## src/rtl/ffpm_pkg.sv

```systemverilog
// Shared types and constants for the FIFO-fed PCM mixer.
package ffpm_pkg;

    localparam int NUM_CHANNELS_DEF = 4;
    localparam int FIFO_DEPTH_DEF   = 1024;
    localparam int SAMPLE_W         = 16;
    localparam int CHANNEL_W        = 2;
    localparam int ACTIVE_W         = 3;
    localparam int MIX_DIVISOR      = 32767;
    localparam int DIV_SHIFT        = 15;

    localparam logic REQ_PUT  = 1'b0;
    localparam logic REQ_PULL = 1'b1;

    typedef struct packed {
        logic                       req_type;
        logic [CHANNEL_W-1:0]       channel;
        logic signed [SAMPLE_W-1:0] sample_in;
        logic                       frame_end;
    } ffpm_in_t;

    typedef struct packed {
        logic signed [SAMPLE_W-1:0] mixed_sample;
        logic [ACTIVE_W-1:0]        active_channels;
        logic                       frame_last;
    } ffpm_out_t;

    typedef struct packed {
        logic clear;
        logic mul_en;
        logic fold_en;
    } fold_ctrl_t;

endpackage

```

## src/rtl/ffpm_fold_unit.sv

```systemverilog
// Mixing accumulator: registered product, then the fold step with saturation.
module ffpm_fold_unit (
    input  logic                                 aclk,
    input  logic                                 aresetn,
    input  ffpm_pkg::fold_ctrl_t                 ctrl,
    input  logic signed [ffpm_pkg::SAMPLE_W-1:0]  b_in,
    output logic signed [ffpm_pkg::SAMPLE_W-1:0]  acc
);

    localparam int SW = ffpm_pkg::SAMPLE_W;
    localparam int PW = 2 * SW;
    localparam int DS = ffpm_pkg::DIV_SHIFT;

    logic signed [SW-1:0] acc_reg, acc_next;
    logic signed [SW-1:0] b_reg;
    logic signed [PW-1:0] prod_reg;
    logic                 pos_reg, neg_reg;

    // Shared-sign products are positive and at most 2**30.
    logic [PW-2:0]        p_mag;
    logic [PW-2-DS:0]     q_est;
    logic [DS:0]          rem_low;
    logic [PW-1-DS:0]     rem_sum;
    logic [PW-1-DS:0]     quot;
    logic signed [SW+2:0] sum;
    logic signed [SW+2:0] res;

    always_comb begin
        p_mag   = prod_reg[PW-2:0];
        q_est   = p_mag[PW-2:DS];
        rem_low = {1'b0, p_mag[DS-1:0]};
        // p - q_est*(2**15-1) equals the low bits plus q_est; one correction suffices.
        rem_sum = (PW-DS)'(rem_low) + (PW-DS)'(q_est);
        quot    = (PW-DS)'(q_est) +
                  ((rem_sum >= (PW-DS)'(ffpm_pkg::MIX_DIVISOR)) ? (PW-DS)'(1) : (PW-DS)'(0));
        sum     = (SW+3)'(acc_reg) + (SW+3)'(b_reg);
        if (pos_reg) begin
            res = sum - $signed({1'b0, quot[SW:0]});
        end else if (neg_reg) begin
            res = sum + $signed({1'b0, quot[SW:0]});
        end else begin
            res = sum;
        end
        if (res > (SW+3)'(32767)) begin
            acc_next = SW'(32767);
        end else if (res < -(SW+3)'(32768)) begin
            acc_next = -SW'(32768);
        end else begin
            acc_next = res[SW-1:0];
        end
    end

    always_ff @(posedge aclk) begin
        if (!aresetn) begin
            acc_reg <= '0;
        end else if (ctrl.clear) begin
            acc_reg <= '0;
        end else if (ctrl.fold_en) begin
            acc_reg <= acc_next;
        end
    end

    always_ff @(posedge aclk) begin
        if (ctrl.mul_en) begin
            prod_reg <= acc_reg * b_in;
            b_reg    <= b_in;
            pos_reg  <= (acc_reg > 0) && (b_in > 0);
            neg_reg  <= (acc_reg < 0) && (b_in < 0);
        end
    end

    assign acc = acc_reg;

endmodule

```

## config.mk

```make
export PLATFORM = sky130hd
export DESIGN_NAME = ffpm_fold_unit
export DESIGN_NICKNAME = d
export VERILOG_FILES = /design/src/rtl/ffpm_pkg.sv /design/src/rtl/ffpm_fold_unit.sv
export SDC_FILE = /design/constraint.sdc
export NUM_CORES = 1
export LEC_CHECK = 0
export BUFFER_PORTS_ARGS = -buffer_cell sky130_fd_sc_hd__clkbuf_2
export CORE_MARGIN = 2
export CORE_UTILIZATION = 50
export CTS_CLUSTER_SIZE = 20
export DETAILED_ROUTE_END_ITERATION = 12
export GPL_ROUTABILITY_DRIVEN = 0
export HOLD_SLACK_MARGIN = 0.05
export PLACE_DENSITY = 0.63
export SLEW_MARGIN = 10
export SYNTH_ARGS = -nofsm -noshare
export SYNTH_HDL_FRONTEND = slang
export SYNTH_SLANG_ARGS = --single-unit
export TNS_END_PERCENT = 30
```

## constraint.sdc

```tcl
create_clock -name aclk -period 8.9 [get_ports aclk]
set_clock_uncertainty 0.2 [all_clocks]
set_input_delay 1.78 -clock aclk [delete_from_list [all_inputs] [get_ports aclk]]
set_output_delay 1.78 -clock aclk [all_outputs]
set_load 0.03 [all_outputs]
```

==> results.yml, run 1 <==
outcome:
  status: "finished, final reports clean"
min_path:
  hp-start: "acc[5]$_SDFFE_PP0P_"
  min_path_type: "reg2reg"
  hold-path-cell-count: 2
  hold_end: "acc[5]$_SDFFE_PP0P_"
worst_setup_path:
  cp.arrival_ns: 7.99
  cpMaxStageDelayCell: "fa_1"
  crit_chain: "clkbuf_2, nand2_1, fa_1, inv_1, fa_1, inv_1, fa_1, fa_1, inv_1, fa_1, inv_1, fa_1, inv_1, ha_1, a211oi_1, or3_1, nand4b_1, a21oi_1, o21ai_0, a211o_1, o31a_1, xor2_1"
  required_ns: 8.79
  crit_path_frequent_cell: "fa_1"
  start_kind: "primary input"
  r2r_cells: 26
  worstSetupPathType: "in2reg"
  regToRegSetupSlack_ns: 1.30
  rr_startpoint: "prod_reg[19]$_DFFE_PP_"
  r2r_end: "acc[3]$_SDFFE_PP0P_"
  cpPeakStageDelay_ns: 0.58
  path_max_fanout: 18
  endpoint_kind: "register"
timing:
  slew_headroom_pct: 38.3
  worst_slew_pin_slew_ns: 0.925
  rsz0062_at_grt: "false"
  finalSetupViolCount: 0
  setup_tns_ns: 0
  min_period_over_period_pct: 91.1
  finalHoldViolations: 0
  slew_viol_final: 0
  fmax_mhz: 123
  fin_crit_ns: 8.10
synth:
  synthFlopType: "edfxtp_1"
  yosys.area.top_type: "fa_1"
  yosys_warnings: 0
  synth_cell_types: 81
  synthTopCellsByArea: "fa_1 34%, ha_1 12%, edfxtp_1 9.6%"
  synth_most_common_cell: "inv_1"
  syn_avg_cell_area_sq_um: 9.01
  synthesis.nets: 2140
  yosys-top-cells-count: "313 x inv_1, 260 x fa_1, 189 x nand2_1"
  seq_area_frac_synth_pct: 11.6
  synth_edf_count: 49
  async_flop_share_pct: 0
  synthCells: 1709
  ys_seq_elements: 65
  syn-cell-area_sq_mm: 0.0154
  synth_top_area_share_pct: 33.8
cells_and_area:
  nNetsFinal: 2142
  largest_register_ffs: 31
  area_delta_synth_final_pct: 5.63
  drive_gt1_share_pct: 6.06
  antenna_cells: 0
cts:
  htree_levels: 3
  cts_hold_buf: 0
  postCtsSetupBuffers: 0
  cts_tree: "done"
  worst_skew_pair.late_latency_ns: 0.33
  cts_made_buffers: 9
  clkSinkCount: 65
  root_buffer: "clkbuf_16"
  ctsResizeCount: 0
  clk_pin_slew_ns: 0.06
  clock_path_buffers: 2
placed_design:
  hpwl_microns: 32800
  numPortBuffers: 36
floorplanning:
  dieWidth_microns: 179
  die-area_sq_mm: 0.0322
  ioPinCount: 37
  die_h_microns: 179
  core-area_sq_mm: 0.0304
  start_util_pct: 50.6
  num_rows: 64
drt:
  wl_per_cell_microns: 19.2
  dr.pass1.iters: 6
  drcViolationCount: 0
  ant_nets: 0
  drt_iter0_markers: 933
  drt-total-wl_microns: 40700
  vias: 11900
  vias_per_cell: 5.66
global_routing:
  antenna_found_initial: 0
  grt_usage_pct: 26.0
  grt.overflow.total: 0
  grt_pass1_vias: 12100
  grt_pass1_wl_microns: 66500
  grt_max_degree: 50
job:
  drv.max_cap_violation_count: 0
==> critical path, delay by kind of cell <==
| kind | cells | cell delay [ns] |
|---|---|---|
| AOI/OAI and AO/OA | 5 | 1.57 |
| xor gates and xnor gates | 1 | 0.14 |
| adders and majority gates | 7 | 3.40 |
| buffers and inverters | 6 | 0.60 |
| and+or+nand+nor | 3 | 0.48 |
==> cell usage in the layout, fill, tap and decap left out, types with 5 or more instances in the layout <==
cell         n
xnor2_1     56
a22oi_1      8
nand2_1    189
edfxtp_1    49
o2111ai_1    7
nor4_1      11
nand2b_1    29
a21oi_1     69
dfxtp_1     16
nor2_1      79
nor2b_1     12
nand3_1     24
a21o_1      15
xor2_1      25
clkbuf_16    9
a211oi_1    19
or2_2        6
and3_1       6
fa_1       260
o21a_1       7
inv_1      313
nand4_1      5
o22ai_1     10
o211ai_1     8
clkbuf_2    36
o21bai_1    10
a31oi_1     12
and2_1     107
mux2i_1      5
a221oi_1     6
buf_4       25
ha_1       150
o21ai_0     35
nor3_1      19
==> worst max-delay path by stage <==
| stage | to | slack [ns] | startpoint | cells after the start |
|---|---|---|---|---|
| after floorplan | prod_reg[30]$_DFFE_PP_ | 0.87 | b_in[4] | 25 |
| after global placement | prod_reg[29]$_DFFE_PP_ | 0.60 | b_in[1] | 22 |
| after detailed placement | prod_reg[29]$_DFFE_PP_ | 0.49 | b_in[1] | 22 |
| after CTS | prod_reg[29]$_DFFE_PP_ | 0.83 | b_in[1] | 22 |
| after global routing | prod_reg[29]$_DFFE_PP_ | 0.57 | b_in[1] | 22 |
| final | prod_reg[29]$_DFFE_PP_ | 0.80 | b_in[1] | 22 |
==> per-layer routing <==
layer,part of all wire [%],global-route usage (%),wire [microns],vias to the layer above
li1,-,-,-,5485
met1,43,36.9,17700,5985
met2,48,43.4,19600,423
met3,6.4,2.39,2620,51
met4,2.0,6.02,821,0
met5,0,0,0,-
==> logic make-up (layout without fill, tap and decap cells) <==
kind of cell / after synthesis / in the layout / synth area share, %
buffers and inverters: 385 / 392 / 9.43
AO/OA/AOI/OAI: 255 / 255 / 11.7
XOR/XNOR: 82 / 82 / 4.71
flip-flops: 65 / 65 / 11.6
multiplexers: 6 / 6 / 0.398
AND/OR/NAND/NOR: 506 / 506 / 16.1
adder cells (fa/ha/maj): 410 / 410 / 46.0
==> stage by stage <==
stage          instance area [sq um]  setup WS [ns]  hold WS [ns]  util, %  std cells
2_1_floorplan                  15400          0.871         0.504        -       1709
3_3_place_gp                   16000          0.599         0.480     52.6       2096
3_5_place_dp                   16000          0.486         0.484     52.6       2096
4_1_cts                        16300          0.832         0.489     53.4       2112
5_1_grt                        16300          0.572         0.541     53.4       2112
6_report                       16300          0.796         0.504     53.4       2112
==> cell type report <==
class | instances | area [sq um]
inverters | 315 | 1180
multi-input cells | 1259 | 12200
well taps | 396 | 495
fillers | 2823 | 14200
clock buffers | 9 | 225
repair buffers | 61 | 368
flip-flops and latches | 65 | 1790
clock inverters | 7 | 47.5
Power of run 1 is left out: the tool's default activity adds up to more than one toggle a clock period on the data nets, which glitch-free logic cannot reach.
==> inputs of run 2 (changes only) <==
- CORE_MARGIN: 2 -> 1
- CTS_CLUSTER_SIZE: 20 -> 24
- PLACE_DENSITY: 0.63 -> 0.66
- clock period: 8.9 -> 6.9 ns (I/O delays scaled with it)
==> results.yml, run 2 (synthesized netlist as in run 1, its figures left out) <==
outcome:
  status: "finished, final reports clean"
worst_setup_path:
  regToRegSetupSlack_ns: 0.004
  path_max_fanout: 7
  critPathLaunch: "prod_reg[15]$_DFFE_PP_"
  cpPeakStageDelay_ns: 0.57
  r2r_end: "acc[9]$_SDFFE_PP0P_"
  required_ns: 6.95
  start_kind: "register"
  cp.arrival_ns: 6.95
  cpMaxStageDelayCell: "or4_4"
  worstSetupPathType: "reg2reg"
  cp-endpoint: "acc[9]$_SDFFE_PP0P_"
  r2r_cells: 31
  endpoint_kind: "register"
  rr_startpoint: "prod_reg[15]$_DFFE_PP_"
cells_and_area:
  drive_gt1_share_pct: 20.7
  nNetsFinal: 2355
  largest_register_ffs: 31
  area_delta_synth_final_pct: 20.6
  mostFrequentLayoutCells: "310 x inv_1, 258 x fa_1, 230 x buf_4"
  final_util_pct: 62.0
  antenna_cells: 0
  stdcell_area_sq_mm: 0.0186
  seq_area_sq_mm: 0.00179
  final_common_cell: "inv_1"
  nFillCells: 2547
  multi_input_area_sq_mm: 0.0128
floorplanning:
  die-area_sq_mm: 0.0315
  num_rows: 63
  start_util_pct: 51.4
  die_h_microns: 177
  ioPinCount: 37
  dieWidth_microns: 177
  core-area_sq_mm: 0.0300
timing:
  rsz0062_at_grt: "true"
  fmax_mhz: 145
  slew_viol_final: 0
  worst_slew_pin_slew_ns: 0.796
  min_period_over_period_pct: 99.9
  fin_crit_ns: 6.90
  finalHoldViolations: 0
  slew_headroom_pct: 46.9
  finalSetupViolCount: 0
cts:
  clk_pin_slew_ns: 0.05
  root_buffer: "clkbuf_16"
  clock_path_buffers: 2
  clkSinkCount: 65
  cts_hold_buf: 0
  worst_skew_pair.late_latency_ns: 0.35
  cts_tree: "done"
  htree_levels: 3
  cts_made_buffers: 9
drt:
  vias: 12800
  dr.pass1.iters: 5
  drt-total-wl_microns: 42900
  drcViolationCount: 0
  vias_per_cell: 5.54
  ant_nets: 0
  wl_per_cell_microns: 18.5
  drt_iter0_markers: 792
min_path:
  min_path_type: "reg2reg"
global_routing:
  grt_pass1_vias: 13200
  grt_max_degree: 50
  grt_pass1_wl_microns: 67800
  antenna_found_initial: 0
  grt.overflow.total: 0
  grt_usage_pct: 28.1
placed_design:
  placed_area_sq_mm: 0.0175
  numPortBuffers: 36
  hpwl_microns: 35600
job:
  drv.max_cap_violation_count: 0
run 2: cell count changes in the layout (fill, tap and decap cells not counted), moves of 9 or more:
cell / delta
a21oi_1: -9
a21oi_2: +9
buf_4: +205
ha_4: +13
buf_6: +12
ha_1: -16
run 2: layout make-up:
| class | instances | area share, % |
|---|---|---|
| multi-input cells | 1259 | 68.9 |
| repair buffers | 274 | 10.9 |
| flip-flops and latches | 65 | 9.65 |
| inverters | 315 | 6.37 |
| well taps | 390 | 2.63 |
| clock buffers | 12 | 1.27 |
| clock inverters | 4 | 0.243 |
run 2: per-stage QoR:
stage	setup TNS, ns	hold WS (ns)	worst slack, ns	cells
after floorplan	-0.0331	0.504	-0.0331	1709
after global placement	-5.18	0.475	-0.418	2282
after detailed placement	-6.39	0.489	-0.472	2282
after CTS	0	0.500	0.00627	2304
after global routing	-3.66	0.545	-0.281	2319
final	0	0.503	0.00399	2319
run 2: routing by layer:
| metal | GRT usage, % | part of all wire (%) |
|---|---|---|
| met1 | 35.0 | 40 |
| met2 | 48.7 | 51 |
| met3 | 3.96 | 5.6 |
| met4 | 12.0 | 3.3 |
| met5 | 0 | 0 |
run 2: worst min-delay path by stage:
stage | startpoint | slack, ns | cells after the start | to
floorplan | acc[1]$_SDFFE_PP0P_ | 0.50 | 2 | acc[1]$_SDFFE_PP0P_
CTS | acc[0]$_SDFFE_PP0P_ | 0.50 | 2 | acc[0]$_SDFFE_PP0P_
finish | acc[0]$_SDFFE_PP0P_ | 0.50 | 2 | acc[0]$_SDFFE_PP0P_
global route | acc[0]$_SDFFE_PP0P_ | 0.55 | 2 | acc[0]$_SDFFE_PP0P_
global placement | acc[0]$_SDFFE_PP0P_ | 0.48 | 2 | acc[0]$_SDFFE_PP0P_
detailed placement | acc[0]$_SDFFE_PP0P_ | 0.49 | 2 | acc[0]$_SDFFE_PP0P_
run 2: repair_timing:
item / CTS / global route
setup endpoints to repair: 20 / 28
resized for setup: 42 / 74
setup buffers: 6 / 15
pin swaps: 25 / 48
run 2: critical path, delay by kind of cell (launching register included):
kind / cells / cell delay (ns)
fa+ha+maj: 4 / 1.16
compound gates: 15 / 3.10
xor+xnor: 2 / 0.31
flops: 1 / 0.44
buf+inv: 4 / 0.49
simple gates: 6 / 1.09
Power of run 2 is left out for the same reason.
==> inputs of run 3 (changes only) <==
- PLACE_DENSITY: 0.66 -> 0.69
==> results.yml, run 3 (synthesized netlist as in run 1, its figures left out) <==
drt:
  drt_iter0_markers: 1096
  dr.pass1.iters: 5
  vias: 12900
  ant_nets: 0
  drt-total-wl_microns: 42800
  vias_per_cell: 5.64
  wl_per_cell_microns: 18.8
  drcViolationCount: 0
worst_setup_path:
  worstSetupPathType: "in2reg"
  cp-endpoint: "prod_reg[29]$_DFFE_PP_"
  r2r_cells: 27
  cp.arrival_ns: 6.82
  endpoint_kind: "register"
  regToRegSetupSlack_ns: -0.01
  critPathLaunch: "b_in[1]"
  rr_startpoint: "prod_reg[21]$_DFFE_PP_"
  required_ns: 6.80
  r2r_end: "acc[14]$_SDFFE_PP0P_"
  path_max_fanout: 10
  start_kind: "primary input"
timing:
  setup_tns_ns: -0.0397
  rsz0062_at_grt: "true"
  holdWs_ns: 0.517
  fmax_mhz: 144
  finalSetupViolCount: 3
  min_period_over_period_pct: 100
  slew_viol_final: 0
  worst_slew_pin_slew_ns: 0.826
  fin_crit_ns: 6.92
  finalHoldViolations: 0
  fin_ws_ns: -0.0210
  slew_headroom_pct: 44.9
global_routing:
  grt_usage_pct: 28.3
  antenna_found_initial: 1
  grt.overflow.total: 0
  grt_max_degree: 50
  grt_pass1_vias: 13300
  grt_pass1_wl_microns: 68800
floorplanning:
  die-area_sq_mm: 0.0315
  die_h_microns: 177
  start_util_pct: 51.4
  dieWidth_microns: 177
  core-area_sq_mm: 0.0300
  num_rows: 63
  ioPinCount: 37
cells_and_area:
  drive_gt1_share_pct: 19.3
  stdcell_count: 2282
  mostFrequentLayoutCells: "309 x inv_1, 257 x fa_1, 194 x buf_4"
  area_delta_synth_final_pct: 19.2
  nNetsFinal: 2318
  final_common_cell: "inv_1"
  largest_register_ffs: 31
  antenna_cells: 0
min_path:
  min_path_type: "reg2reg"
placed_design:
  dpl.cell_count: 2239
  dpl_worst_slack_ns: -0.502
  hpwl_microns: 34700
  numPortBuffers: 36
cts:
  root_buffer: "clkbuf_16"
  worst_skew_pair.late_latency_ns: 0.34
  clock_path_buffers: 2
  cts_tree: "done"
  cts_made_buffers: 9
  clkSinkCount: 65
  cts_hold_buf: 0
  htree_levels: 3
  clk_pin_slew_ns: 0.07
outcome:
  violations: "setup timing"
  status: "complete, but fails checks"
job:
  drv.max_cap_violation_count: 0
[run 3: changes by cell type in the layout (fill, tap and decap cells not counted), moves of 3 or more]
cell,delta
clkbuf_1,-3
buf_4,-36
buf_6,-9
o2111ai_1,+3
xor2_1,-3
buf_12,+4
clkbuf_8,+5
xor2_2,+3
a211oi_1,+3
inv_6,+3
[run 3: worst max-delay path, stage by stage]
cell      delay, ns
clkbuf_8       0.14
nand2_1        0.09
fa_1           0.56
inv_1          0.07
fa_1           0.56
fa_1           0.44
fa_1           0.55
inv_1          0.05
fa_1           0.47
inv_1          0.05
fa_1           0.53
ha_4           0.22
o21ai_4        0.18
or2_4          0.16
nor3_1         0.04
nand3_1        0.10
nand4b_1       0.21
a21oi_2        0.25
o21ai_2        0.08
a211o_1        0.29
o31a_1         0.25
xor2_1         0.14
[run 3: worst min-delay path by stage]
stage	endpoint	from	slack, ns	cells after the start
2_1_floorplan	acc[1]$_SDFFE_PP0P_	acc[1]$_SDFFE_PP0P_	0.50	2
3_3_place_gp	acc[2]$_SDFFE_PP0P_	acc[2]$_SDFFE_PP0P_	0.47	2
3_5_place_dp	acc[0]$_SDFFE_PP0P_	acc[0]$_SDFFE_PP0P_	0.48	3
4_1_cts	acc[2]$_SDFFE_PP0P_	acc[2]$_SDFFE_PP0P_	0.51	2
5_1_grt	acc[2]$_SDFFE_PP0P_	acc[2]$_SDFFE_PP0P_	0.57	2
6_report	acc[2]$_SDFFE_PP0P_	acc[2]$_SDFFE_PP0P_	0.52	2
[run 3: stage by stage]
| stage | instance area (sq um) | utilization [%] |
|---|---|---|
| after floorplan | 15600 | - |
| after global placement | 17200 | 57.6 |
| after detailed placement | 17200 | 57.6 |
| after CTS | 17800 | 59.3 |
| after global routing | 18300 | 61.3 |
| final | 18300 | 61.3 |
[run 3: cell type report]
cell class	count	area, sq um
clock inverters	7	76.3
flip-flops and latches	65	1790
multi-input cells	1259	12800
repair buffers	237	1800
clock buffers	9	225
inverters	315	1180
well taps	390	488
fillers	2508	11600
[run 3: repair_timing]
| action | CTS | global route |
|---|---|---|
| setup buffers | 8 | 19 |
| setup endpoints to repair | 19 | 28 |
| cloned | 0 | 0 |
| pin swaps | 22 | 56 |
| gates resized for setup | 33 | 77 |
| hold endpoints to repair | 0 | 0 |
[run 3: metal layers]
metal | vias to the layer above | GRT usage (%) | wire length (microns)
met5 | - | 0 | 0
met4 | 0 | 10.6 | 1580
met3 | 101 | 3.51 | 3000
met2 | 493 | 46.7 | 20400
met1 | 6441 | 37.9 | 17900
li1 | 5831 | - | -
Power of run 3 is left out for the same reason.
